## src/hw/rtl/bpps_pkg.sv

```systemverilog
// Shared constants, types and the reciprocal table for the parallel path set unit.
package bpps_pkg;

  localparam int unsigned MaxDigitsDef = 4;
  localparam int unsigned MaxRadixDef  = 16;

  localparam int unsigned IdW        = 16;
  localparam int unsigned SwW        = 17;
  localparam int unsigned RadixW     = 5;
  localparam int unsigned LevelW     = 2;
  localparam int unsigned OffW       = 4;
  localparam int unsigned NumOffs    = 4;
  localparam int unsigned PathW      = 2;
  localparam int unsigned HopW       = 3;
  localparam int unsigned RecipShift = 21;
  localparam int unsigned RecipW     = 21;

  localparam logic [RadixW-1:0] RadixRst = RadixW'(4);
  localparam logic [LevelW-1:0] LevelRst = LevelW'(1);

  typedef enum logic {
    CfgRadix    = 1'b0,
    CfgTopLevel = 1'b1
  } cfg_idx_e;

  typedef struct packed {
    logic              start;
    logic              tag;
    logic [IdW-1:0]    num;
    logic [RadixW-1:0] den;
  } div_req_t;

  typedef struct packed {
    logic              done;
    logic              tag;
    logic [IdW-1:0]    quo;
    logic [RadixW-1:0] rem;
  } div_rsp_t;

  // Floor of 2^21 / den for every legal digit base.
  function automatic logic [RecipW-1:0] recip(input logic [RadixW-1:0] den);
    logic [RecipW-1:0] m;
    case (den)
      RadixW'(2):  m = RecipW'(1048576);
      RadixW'(3):  m = RecipW'(699050);
      RadixW'(4):  m = RecipW'(524288);
      RadixW'(5):  m = RecipW'(419430);
      RadixW'(6):  m = RecipW'(349525);
      RadixW'(7):  m = RecipW'(299593);
      RadixW'(8):  m = RecipW'(262144);
      RadixW'(9):  m = RecipW'(233016);
      RadixW'(10): m = RecipW'(209715);
      RadixW'(11): m = RecipW'(190650);
      RadixW'(12): m = RecipW'(174762);
      RadixW'(13): m = RecipW'(161319);
      RadixW'(14): m = RecipW'(149796);
      RadixW'(15): m = RecipW'(139810);
      RadixW'(16): m = RecipW'(131072);
      default:     m = RecipW'(1048576);
    endcase
    return m;
  endfunction

endpackage

```

## src/hw/rtl/bpps_div.sv

```systemverilog
// Two-stage divider by a small digit base using a reciprocal multiply and one correction.
module bpps_div
  import bpps_pkg::*;
(
  input  logic     clk_i,
  input  logic     rst_ni,
  input  div_req_t req_i,
  output div_rsp_t rsp_o
);

  localparam int unsigned ProdW = IdW + RecipW;
  localparam int unsigned QnW   = IdW + RadixW;

  logic              s1_vld_q;
  logic              s1_tag_q;
  logic [IdW-1:0]    s1_num_q;
  logic [RadixW-1:0] s1_den_q;
  logic [ProdW-1:0]  s1_prod_q;

  logic [IdW-1:0]    q0;
  logic [QnW-1:0]    qn;
  logic [IdW-1:0]    r_raw;
  logic              fix;

  logic              rsp_done_q;
  logic              rsp_tag_q;
  logic [IdW-1:0]    rsp_quo_q;
  logic [RadixW-1:0] rsp_rem_q;

  assign q0    = s1_prod_q[RecipShift +: IdW];
  assign qn    = QnW'(q0) * QnW'(s1_den_q);
  assign r_raw = s1_num_q - qn[IdW-1:0];
  assign fix   = (r_raw >= IdW'(s1_den_q));

  always_ff @(posedge clk_i or negedge rst_ni) begin
    if (!rst_ni) begin
      s1_vld_q   <= 1'b0;
      rsp_done_q <= 1'b0;
    end else begin
      s1_vld_q   <= req_i.start;
      rsp_done_q <= s1_vld_q;
    end
  end

  always_ff @(posedge clk_i) begin
    s1_tag_q  <= req_i.tag;
    s1_num_q  <= req_i.num;
    s1_den_q  <= req_i.den;
    s1_prod_q <= ProdW'(req_i.num) * ProdW'(recip(req_i.den));
    rsp_tag_q <= s1_tag_q;
    if (fix) begin
      rsp_quo_q <= q0 + IdW'(1);
      rsp_rem_q <= RadixW'(r_raw - IdW'(s1_den_q));
    end else begin
      rsp_quo_q <= q0;
      rsp_rem_q <= RadixW'(r_raw);
    end
  end

  assign rsp_o = '{done: rsp_done_q, tag: rsp_tag_q, quo: rsp_quo_q, rem: rsp_rem_q};

endmodule

```

## src/hw/rtl/bcube_parallel_path_set_unit.sv

```systemverilog
// Top level: builds the parallel path set between two server ids, one hop per transfer.
// The first hop waits until both ids are split into digits, the two ids sharing the
// two-stage divider one digit at a time. A new item is accepted only after every hop
// of the last one is issued; hops wait while the output is stalled.
// Reset clears control state and sets radix 4 and top level 1; there is no clearing pass.
module bcube_parallel_path_set_unit
  import bpps_pkg::*;
#(
  parameter int unsigned MaxDigits = MaxDigitsDef,
  parameter int unsigned MaxRadix  = MaxRadixDef
) (
  input  logic              clk_i,
  input  logic              rst_ni,
  input  logic              cfg_we_i,
  input  logic              cfg_index_i,
  input  logic [RadixW-1:0] cfg_data_i,
  input  logic              in_valid_i,
  output logic              in_stall_o,
  input  logic [IdW-1:0]    src_server_i,
  input  logic [IdW-1:0]    dst_server_i,
  input  logic [OffW-1:0]   offset_pos0_i,
  input  logic [OffW-1:0]   offset_pos1_i,
  input  logic [OffW-1:0]   offset_pos2_i,
  input  logic [OffW-1:0]   offset_pos3_i,
  output logic              out_valid_o,
  input  logic              out_stall_i,
  output logic [PathW-1:0]  path_index_o,
  output logic [HopW-1:0]   hop_index_o,
  output logic [SwW-1:0]    switch_tag_o,
  output logic [IdW-1:0]    server_id_o,
  output logic              path_end_o,
  output logic              last_o
);

  localparam int unsigned DigW  = $clog2(MaxRadix);
  localparam int unsigned PosW  = (MaxDigits > 1) ? $clog2(MaxDigits) : 1;
  localparam int unsigned PosW1 = PosW + 1;

  typedef enum logic [2:0] {
    StIdle,
    StSplit,
    StPathInit,
    StDetour,
    StScan
  } state_e;

  state_e            state_q;
  logic [RadixW-1:0] radix_q;
  logic [LevelW-1:0] level_q;

  logic [DigW-1:0]   a_q   [MaxDigits];
  logic [DigW-1:0]   b_q   [MaxDigits];
  logic [DigW-1:0]   cur_q [MaxDigits];
  logic [DigW-1:0]   off_q [MaxDigits];
  logic [SwW-1:0]    w_q   [MaxDigits];
  logic [SwW-1:0]    wsh   [MaxDigits];
  logic [SwW-1:0]    powk1_q;
  logic [SwW-1:0]    pw_q;
  logic [SwW-1:0]    pw_n;
  logic [PosW-1:0]   pcnt_q;
  logic              pow_done_q;
  logic [IdW-1:0]    dst_q;
  logic              first_q;
  logic [PosW-1:0]   dps_q;
  logic [PosW-1:0]   dpd_q;
  logic              sdone_q;
  logic              ddone_q;
  logic [PosW-1:0]   pos_q;
  logic [PosW-1:0]   p_q;
  logic [PosW-1:0]   rcnt_q;
  logic [PathW-1:0]  pidx_q;
  logic [HopW-1:0]   hop_q;

  logic              out_valid_q;
  logic [PathW-1:0]  out_path_q;
  logic [HopW-1:0]   out_hop_q;
  logic [SwW-1:0]    out_sw_q;
  logic [IdW-1:0]    out_srv_q;
  logic              out_pend_q;
  logic              out_last_q;

  logic [RadixW-1:0] n_eff;
  logic [PosW-1:0]   k_eff;
  logic [OffW-1:0]   off_raw [NumOffs];
  logic [DigW-1:0]   off_clamp [MaxDigits];
  logic [RadixW-1:0] det_sum;
  logic [DigW-1:0]   det_dig;
  logic [PosW-1:0]   hop_p;
  logic [DigW-1:0]   hop_d;
  logic [PosW-1:0]   layer;
  logic [SwW-1:0]    srv_sum;
  logic [SwW-1:0]    sw_sum;
  logic [SwW-1:0]    switch_val;
  logic [PosW1-1:0]  ahead [MaxDigits];
  logic              rem_any;
  logic              need;
  logic              emit;
  logic              slot_free;
  logic              emit_end;
  logic [PosW-1:0]   p_next;
  logic              split_more;

  div_req_t          div_req;
  div_rsp_t          div_rsp;

  bpps_div u_div (
    .clk_i  (clk_i),
    .rst_ni (rst_ni),
    .req_i  (div_req),
    .rsp_o  (div_rsp)
  );

  always_comb begin
    if (radix_q < RadixW'(2)) begin
      n_eff = RadixW'(2);
    end else if (int'(radix_q) > MaxRadix) begin
      n_eff = RadixW'(MaxRadix);
    end else begin
      n_eff = radix_q;
    end
    if (int'(level_q) > MaxDigits - 1) begin
      k_eff = PosW'(MaxDigits - 1);
    end else begin
      k_eff = PosW'(level_q);
    end
  end

  assign off_raw[0] = offset_pos0_i;
  assign off_raw[1] = offset_pos1_i;
  assign off_raw[2] = offset_pos2_i;
  assign off_raw[3] = offset_pos3_i;

  always_comb begin
    for (int j = 0; j < MaxDigits; j++) begin
      off_clamp[j] = DigW'(1);
      if (j < NumOffs) begin
        if (off_raw[j % NumOffs] == '0) begin
          off_clamp[j] = DigW'(1);
        end else if (RadixW'(off_raw[j % NumOffs]) > n_eff - RadixW'(1)) begin
          off_clamp[j] = DigW'(n_eff - RadixW'(1));
        end else begin
          off_clamp[j] = DigW'(off_raw[j % NumOffs]);
        end
      end
    end
  end

  // Shared divider requests: source first, destination in the next cycle, then each
  // quotient goes straight back in until all k+1 digits of that id are out.
  always_comb begin
    split_more = div_rsp.tag ? (dpd_q != '0) : (dps_q != '0);
    div_req       = '0;
    div_req.den   = n_eff;
    if (state_q == StIdle && in_valid_i) begin
      div_req.start = 1'b1;
      div_req.tag   = 1'b0;
      div_req.num   = src_server_i;
    end else if (state_q == StSplit && first_q) begin
      div_req.start = 1'b1;
      div_req.tag   = 1'b1;
      div_req.num   = dst_q;
    end else if (state_q == StSplit && div_rsp.done && split_more) begin
      div_req.start = 1'b1;
      div_req.tag   = div_rsp.tag;
      div_req.num   = div_rsp.quo;
    end
  end

  assign pw_n = SwW'(pw_q * SwW'(n_eff));

  assign det_sum = RadixW'(cur_q[pos_q]) + RadixW'(off_q[pos_q]);
  assign det_dig = (det_sum >= n_eff) ? DigW'(det_sum - n_eff) : DigW'(det_sum);

  assign need   = (cur_q[p_q] != b_q[p_q]);
  assign p_next = (p_q == '0) ? k_eff : p_q - PosW'(1);

  always_comb begin
    if (state_q == StDetour) begin
      hop_p = pos_q;
      hop_d = det_dig;
    end else begin
      hop_p = p_q;
      hop_d = b_q[p_q];
    end
  end

  always_comb begin
    for (int j = 0; j < MaxDigits; j++) begin
      wsh[j] = (j + 1 < MaxDigits) ? w_q[(j + 1) % MaxDigits] : '0;
    end
  end

  // Server id of the hop's target and the switch number from the unchanged digits.
  always_comb begin
    srv_sum = '0;
    sw_sum  = '0;
    for (int j = 0; j < MaxDigits; j++) begin
      if (PosW'(j) == hop_p) begin
        srv_sum = srv_sum + SwW'(SwW'(hop_d) * w_q[j]);
      end else begin
        srv_sum = srv_sum + SwW'(SwW'(cur_q[j]) * w_q[j]);
      end
      if (PosW'(j) < hop_p) begin
        sw_sum = sw_sum + SwW'(SwW'(cur_q[j]) * wsh[j]);
      end else if (PosW'(j) > hop_p) begin
        sw_sum = sw_sum + SwW'(SwW'(cur_q[j]) * w_q[j]);
      end
    end
  end

  assign layer      = k_eff - hop_p;
  assign switch_val = powk1_q + SwW'(SwW'(layer) * w_q[0]) + sw_sum;

  // A hop ends its path when no position still to be visited differs.
  always_comb begin
    rem_any = 1'b0;
    for (int q = 0; q < MaxDigits; q++) begin
      if ({1'b0, p_q} >= PosW1'(q)) begin
        ahead[q] = {1'b0, p_q} - PosW1'(q);
      end else begin
        ahead[q] = {1'b0, p_q} + {1'b0, k_eff} + PosW1'(1) - PosW1'(q);
      end
      if (PosW1'(q) <= {1'b0, k_eff} && ahead[q] != '0 && ahead[q] <= {1'b0, rcnt_q} &&
          cur_q[q] != b_q[q]) begin
        rem_any = 1'b1;
      end
    end
  end

  assign slot_free = !out_valid_q || !out_stall_i;
  assign emit      = (state_q == StDetour) || (state_q == StScan && need);
  assign emit_end  = (state_q == StScan) && !rem_any;

  always_ff @(posedge clk_i or negedge rst_ni) begin
    if (!rst_ni) begin
      radix_q <= RadixRst;
      level_q <= LevelRst;
    end else if (cfg_we_i) begin
      unique case (cfg_idx_e'(cfg_index_i))
        CfgRadix:    radix_q <= cfg_data_i;
        CfgTopLevel: level_q <= cfg_data_i[LevelW-1:0];
      endcase
    end
  end

  always_ff @(posedge clk_i or negedge rst_ni) begin
    if (!rst_ni) begin
      state_q     <= StIdle;
      out_valid_q <= 1'b0;
      first_q     <= 1'b0;
      sdone_q     <= 1'b0;
      ddone_q     <= 1'b0;
      pow_done_q  <= 1'b0;
    end else begin
      if (emit && slot_free) begin
        out_valid_q <= 1'b1;
        out_path_q  <= pidx_q;
        out_hop_q   <= hop_q;
        out_sw_q    <= switch_val;
        out_srv_q   <= srv_sum[IdW-1:0];
        out_pend_q  <= emit_end;
        out_last_q  <= emit_end && (pos_q == '0);
      end else if (!out_stall_i) begin
        out_valid_q <= 1'b0;
      end

      unique case (state_q)
        StIdle: begin
          if (in_valid_i) begin
            dst_q      <= dst_server_i;
            first_q    <= 1'b1;
            dps_q      <= k_eff;
            dpd_q      <= k_eff;
            sdone_q    <= 1'b0;
            ddone_q    <= 1'b0;
            pw_q       <= SwW'(1);
            pcnt_q     <= k_eff;
            pow_done_q <= 1'b0;
            for (int j = 0; j < MaxDigits; j++) begin
              a_q[j]   <= '0;
              b_q[j]   <= '0;
              w_q[j]   <= '0;
              off_q[j] <= off_clamp[j];
            end
            state_q <= StSplit;
          end
        end
        StSplit: begin
          first_q <= 1'b0;
          if (!pow_done_q) begin
            w_q[pcnt_q] <= pw_q;
            if (pcnt_q == '0) begin
              powk1_q    <= pw_n;
              pow_done_q <= 1'b1;
            end else begin
              pcnt_q <= pcnt_q - PosW'(1);
              pw_q   <= pw_n;
            end
          end
          if (div_rsp.done) begin
            if (div_rsp.tag) begin
              b_q[dpd_q] <= DigW'(div_rsp.rem);
              if (dpd_q == '0) begin
                ddone_q <= 1'b1;
              end else begin
                dpd_q <= dpd_q - PosW'(1);
              end
            end else begin
              a_q[dps_q] <= DigW'(div_rsp.rem);
              if (dps_q == '0) begin
                sdone_q <= 1'b1;
              end else begin
                dps_q <= dps_q - PosW'(1);
              end
            end
          end
          if (sdone_q && ddone_q && pow_done_q) begin
            pos_q   <= k_eff;
            pidx_q  <= '0;
            state_q <= StPathInit;
          end
        end
        StPathInit: begin
          for (int j = 0; j < MaxDigits; j++) begin
            cur_q[j] <= a_q[j];
          end
          hop_q <= '0;
          if (a_q[pos_q] != b_q[pos_q]) begin
            p_q     <= pos_q;
            rcnt_q  <= k_eff;
            state_q <= StScan;
          end else begin
            state_q <= StDetour;
          end
        end
        StDetour: begin
          if (slot_free) begin
            cur_q[pos_q] <= det_dig;
            hop_q        <= hop_q + HopW'(1);
            p_q          <= (pos_q == '0) ? k_eff : pos_q - PosW'(1);
            rcnt_q       <= k_eff;
            state_q      <= StScan;
          end
        end
        StScan: begin
          if (!need || slot_free) begin
            if (need) begin
              cur_q[p_q] <= b_q[p_q];
              hop_q      <= hop_q + HopW'(1);
            end
            if (rcnt_q == '0) begin
              if (pos_q == '0) begin
                state_q <= StIdle;
              end else begin
                pos_q   <= pos_q - PosW'(1);
                pidx_q  <= pidx_q + PathW'(1);
                state_q <= StPathInit;
              end
            end else begin
              p_q    <= p_next;
              rcnt_q <= rcnt_q - PosW'(1);
            end
          end
        end
        default: begin
          state_q <= StIdle;
        end
      endcase
    end
  end

  assign in_stall_o   = (state_q != StIdle);
  assign out_valid_o  = out_valid_q;
  assign path_index_o = out_path_q;
  assign hop_index_o  = out_hop_q;
  assign switch_tag_o = out_sw_q;
  assign server_id_o  = out_srv_q;
  assign path_end_o   = out_pend_q;
  assign last_o       = out_last_q;

endmodule

```

## config.mk

```make
export PLATFORM = sky130hd
export DESIGN_NAME = bcube_parallel_path_set_unit
export DESIGN_NICKNAME = d
export VERILOG_FILES = /design/src/hw/rtl/bpps_pkg.sv /design/src/hw/rtl/bpps_div.sv /design/src/hw/rtl/bcube_parallel_path_set_unit.sv
export SDC_FILE = /design/constraint.sdc
export NUM_CORES = 2
export LEC_CHECK = 0
export BUFFER_PORTS_ARGS = -buffer_cell sky130_fd_sc_hd__buf_2
export CAP_MARGIN = 20
export CORE_ASPECT_RATIO = 1.4
export CORE_MARGIN = 8
export CORE_UTILIZATION = 55
export DETAILED_ROUTE_END_ITERATION = 10
export PLACE_DENSITY = 0.71
export REMOVE_ABC_BUFFERS = 1
export SETUP_SLACK_MARGIN = 0.05
export SLEW_MARGIN = 20
export SYNTH_ARGS = -nofsm -noshare
export SYNTH_HDL_FRONTEND = slang
export SYNTH_SLANG_ARGS = --single-unit
export TNS_END_PERCENT = 100
```

## constraint.sdc

```tcl
create_clock -name clk_i -period 21.3 [get_ports clk_i]
set_input_delay 3.195 -clock clk_i [delete_from_list [all_inputs] [get_ports clk_i]]
set_output_delay 3.195 -clock clk_i [all_outputs]
set_load 0.01 [all_outputs]
```

Word level (Yosys, flattened, before mapping) --
Memory sizes are Yosys's and may differ from the RTL's. A register that Yosys moved wholly into a read port is not among the register bits. Index checks and enable logic that the tools add are counted.
Storage, ports and cells: ROM bits 672, register bits after elaboration 204, RAM bits 132, memories 6, logic and storage cells 376, output and inout bits 42
Cells by class: $lt $le $gt $ge 26, $mul 15, add/subtract/negate cells 36, reduce and logical (&&, ||, !) cells 77, equality and inequality tests 32, multiplexer cells 148, bitwise operators 2
Memory list:
- (no name shown) | depth 32, bits a word 21, read ports 1, clocked after memory_dff 0, write ports 0, RTL line bpps_pkg.sv:43 | case (den)
- w_q | depth 4, bits a word 17, read ports 4, clocked after memory_dff 0, write ports 4, RTL line bcube_parallel_path_set_unit.sv:55 | logic [SwW-1:0] w_q [MaxDigits];
- a_q | depth 4, bits a word 4, read ports 5, clocked after memory_dff 1, write ports 4, RTL line bcube_parallel_path_set_unit.sv:51 | logic [DigW-1:0] a_q [MaxDigits];
- b_q | depth 4, bits a word 4, read ports 6, clocked after memory_dff 2, write ports 4, RTL line bcube_parallel_path_set_unit.sv:52 | logic [DigW-1:0] b_q [MaxDigits];
- cur_q | depth 4, bits a word 4, read ports 6, clocked after memory_dff 2, write ports 4, RTL line bcube_parallel_path_set_unit.sv:53 | logic [DigW-1:0] cur_q [MaxDigits];
- off_q | depth 4, bits a word 4, read ports 1, clocked after memory_dff 1, write ports 4, RTL line bcube_parallel_path_set_unit.sv:54 | logic [DigW-1:0] off_q [MaxDigits];
Operators by type and width (number):
- two-way mux 17 bit | 12
- adder 17 bit | 7
- multiplier 4 x 17 -> 17 bit | 7
- adder 16 bit | 6
- two-way mux 16 bit | 5
- two-way mux 2 bit | 40
- multiplier 4 x 17 -> 16 bit | 4
- two-way mux 4 bit | 15
- two-way mux 18 bit | 3
- two-way mux 1 bit | 45
- multiplier 16 x 21 -> 37 bit | 1
- two-way mux 3 bit | 12
- case mux 17 bit (2 select lines) | 1
- logical AND 1 bit | 28
- AND reduction 5 bit | 5
- != test 4 bit | 6
- AND reduction 6 bit | 4
- != test 2 bit (second input constant) | 11
- > comparator 4 x 5 -> 1 bit | 4
- case mux 2 bit (2 select lines) | 5
- nonzero test 3 bit | 6
- multiplier 17 x 5 -> 17 bit | 1
- multiplier 2 x 17 -> 17 bit | 1
- OR reduction 17 bit | 1
- 51 further kinds | 106

Depth between registers and ports, before layout --
depth after elaboration 15, gate-level depth with buffers 56, depth with buffers taken out 53

Modules after synthesis --
From an unflattened synthesis, not the netlist that was laid out.
Second synthesis, totals: cells, all modules 6385, area, all modules 55383.1 um2
By module, submodules not included:
- bcube_parallel_path_set_unit | times used 1, cells an instance 4699, seq. area each 7634.8 um2, area an instance 40490.1 um2
- bpps_div | times used 1, cells an instance 1686, seq. area each 1251.2 um2, area an instance 14893.0 um2

Worst setup path after synthesis --
OpenSTA, ideal clock, no wires.
kind reg-to-reg, start reg with a tool-made name, end reg out_srv_q[15], in the netlist server_id_o[15] (data pin), setup time 268 ps, data required time 21032 ps, cell stages (with the launch flop) 55, arrival time 12025 ps, slack 9007 ps, buffers on the path 3, path through dfxtp_1 buf_1 mux4_2 ha_1 fa_1 a21o_1 a21o_1 ha_1 nand2_1 o31ai_2 nand3_1 and2_1 o21ai_1 clkbuf_1 clkbuf_1 nand2_1 fa_1 inv_1 [19 not listed] nor2_1 inv_1 fa_1 inv_1 ha_1 a21oi_1 o21ai_0 xnor2_1 mux2i_1 fa_1 xor2_1 xnor2_1 xnor2_1 xnor2_1 xor3_1 xnor2_1 o21ai_0 xnor3_1
RTL lines:
- end signal: assignment | RTL line bcube_parallel_path_set_unit.sv:260 | out_srv_q <= srv_sum[IdW-1:0];
- end: declaration | RTL line bcube_parallel_path_set_unit.sv:78 | logic [IdW-1:0] out_srv_q;

==> impl_metrics.csv <==
group,metric,value,unit
worst_setup_path,path_buf_inv,6,
place,gp_congestion,1.00,
timing,timing.slew.headroom,21.5,%
worst_setup_path,cp-end-kind,"register",
yosys,synth_commonest_cells,"inv_1, nand2_1, fa_1",
die,io_pins,101,
place,dpl_cell_area,56800,sq um
yosys,ys_warn_count,0,
timing,timing.hold.ws,0.328,ns
yosys,synth_cell_type_count,101,
timing,final_max_slew_viol_count,0,
cells_and_area,utilization,58.5,%
min_path,hold_path_class,"reg2reg",
cts,ctsResizeCount,0,
worst_setup_path,worst-endpoint-required,21.66,ns
timing,fin_skew,0.0559,ns
route,post_drt_wl_per_cell,21.9,um
timing,timing.final.crit_share,62.6,%
yosys,syn_inst,6313,
cells_and_area,area.growth.synth_to_final,5.65,%
route,topRoutingLayerUsed,"met5",
timing,fin_setup_tns,0,ns
worst_setup_path,cp-start-kind,"register",
timing,finalSetupViolations,0,
cts,cts_buffers,37,
yosys,synthTopCellsByArea,"fa_1, edfxtp_1, ha_1",
yosys,yosys.cell_count.top_type,"inv_1",
cts,cts_tree,"done",
place,port_buffers,100,
yosys,yosysSeqAreaShare,16.1,%
timing,max_freq,0.0750,GHz
yosys,ys_ff_latch,319,
die,die_area,111000,sq um
worst_setup_path,crit_slowest_cell,"dfxtp_1",
global_routing,antenna_found_initial,9,
cts,insertion_delay,0.61,ns
route,via_per_inst,5.82,
cts,clk_pin_slew,0.07,ns
route,routed_wl,167000,um
global_routing,grt_max_degree,56,
yosys,async_flop_share,5.33,%
route,wl_met2,81900,um
global_routing,grt_pass1_vias,45700,
yosys,synth_edf_count,239,
cells_and_area,final_nets,7591,
cells_and_area,design_area,58200,sq um
cts,cts_htree_levels,2,
cts,root_buffer,"clkbuf_16",
global_routing,grt_usage,30.0,%
worst_setup_path,max_stage_delay,0.80,ns
route,wl_met1,56100,um
die,num_rows,137,
route,wl_met3,9730,um
yosys,synth_top_area_share,27.0,%
die,initial_core_util,55.4,%
route,drtAntennaViolNets,0,
timing,rsz0062_at_grt,"no",
route,firstDrtPassIters,5,
yosys,ys.flop_type,"edfxtp_1",
worst_setup_path,cp.arrival,13.68,ns
cts,post-cts-setup-buffers,0,
global_routing,overflow,0,
yosys,synth_top_cell_by_area,"fa_1",
worst_setup_path,crit_fanout,49,
yosys,avgSynthCellArea,8.72,sq um
timing,hold_viol_final,0,
route,drc_errors,0,
global_routing,grt_pass1_wl,258000,um
worst_setup_path,crit_type,"reg2reg",
cts,clock_sinks,319,
cts,hold_buffers,0,
timing,tightestPinTransition,1.18,ns
die,core_area,99400,sq um
run,drv_cap,0,
cts,clock_path_buffers,3,
yosys,syn-cell-area,55000,sq um
die,die_h,390,um
outcome,status,"finished clean",
timing,layout_min_cycle_time,13.33,ns
route,drt-initial-drc-count,2983,
cells_and_area,layout-drive-gt1-share,5.31,%
worst_setup_path,cpLargestDelayFamily,"adder cells",
place,hpwl,135000,um
die,die_w,283,um
route,num_vias,44400,
-- registers in the layout (all words and copies together) (netlist names), 17 cells and up, named ones only --
register,cells
w_q,68
powk1_q,17
pw_q,17
switch_tag_o,17
-- cell usage in the layout, fill, tap and decap left out, drive strengths merged, types with 9 or more instances in the layout --
cell,instances
a2111oi,9
a211oi,29
a21boi,21
a21o,70
a21oi,307
a22oi,20
a31oi,27
and2,455
and3,28
buf,168
clkbuf,49
dfrtp,15
dfxtp,63
edfxtp,239
fa,743
ha,515
inv,1012
mux2,29
mux2i,23
mux4,18
nand2,978
nand2b,53
nand3,44
nand3b,11
nand4,17
nor2,336
nor2b,45
nor3,80
nor4,11
o211ai,13
o21a,52
o21ai,195
o21bai,36
o31ai,27
o41ai,19
or2,14
or3,41
xnor2,248
xor2,117
-- metrics by stage --
stage / worst slack, ns / cells
4_1_cts: 7.92 / 7623
3_5_place_dp: 7.90 / 7555
3_3_place_gp: 8.07 / 7555
6_report: 7.97 / 7627
5_1_grt: 6.80 / 7624
2_1_floorplan: 8.02 / 6067
-- cell type report --
cell class                 instances  area, sq um
antenna                            4         10.0
clock buffer                      49         1060
clock inverter                    19          225
fill                            8927        41300
inverter                        1006         3780
multi-input combinational       4742        41600
sequential                       319         8870
tap                             1320         1650
timing repair buffer             168         1010
-- routing by layer --
metal  vias up  global-route usage (%)
met1     21900                    30.7
met3       673                    4.15
met2      1726                    53.3
met5         -                       0
li1      20100                       -
met4        10                    27.1
-- worst paths after layout --
| check | from | to | slack, ns | cells past startpoint |
|---|---|---|---|---|
| max | register | server_id_o[15] | 7.97 | 48 |
| min | u_div.s1_tag_q | u_div.rsp_tag_q | 0.33 | 0 |
| max reg2reg | register | server_id_o[15] | 7.97 | 48 |
| min reg2reg | u_div.s1_tag_q | u_div.rsp_tag_q | 0.33 | 0 |
| max in group asynchronous | rst_ni | state_q[0] | 18.16 | 1 |
| min in group asynchronous | rst_ni | pow_done_q | 2.66 | 1 |
-- cells by family after synthesis --
group / share of synthesized area (%)
muxes: 1.75
and+or+nand+nor: 18.3
xor gates and xnor gates: 6.22
DFF: 16.1
adders and majority gates: 38.7
AOI/OAI and AO/OA: 10.3
buffers and inverters: 8.60
Power is not shown: default switching activity piles up to over one toggle a cycle in this logic, so the estimate is an artifact.
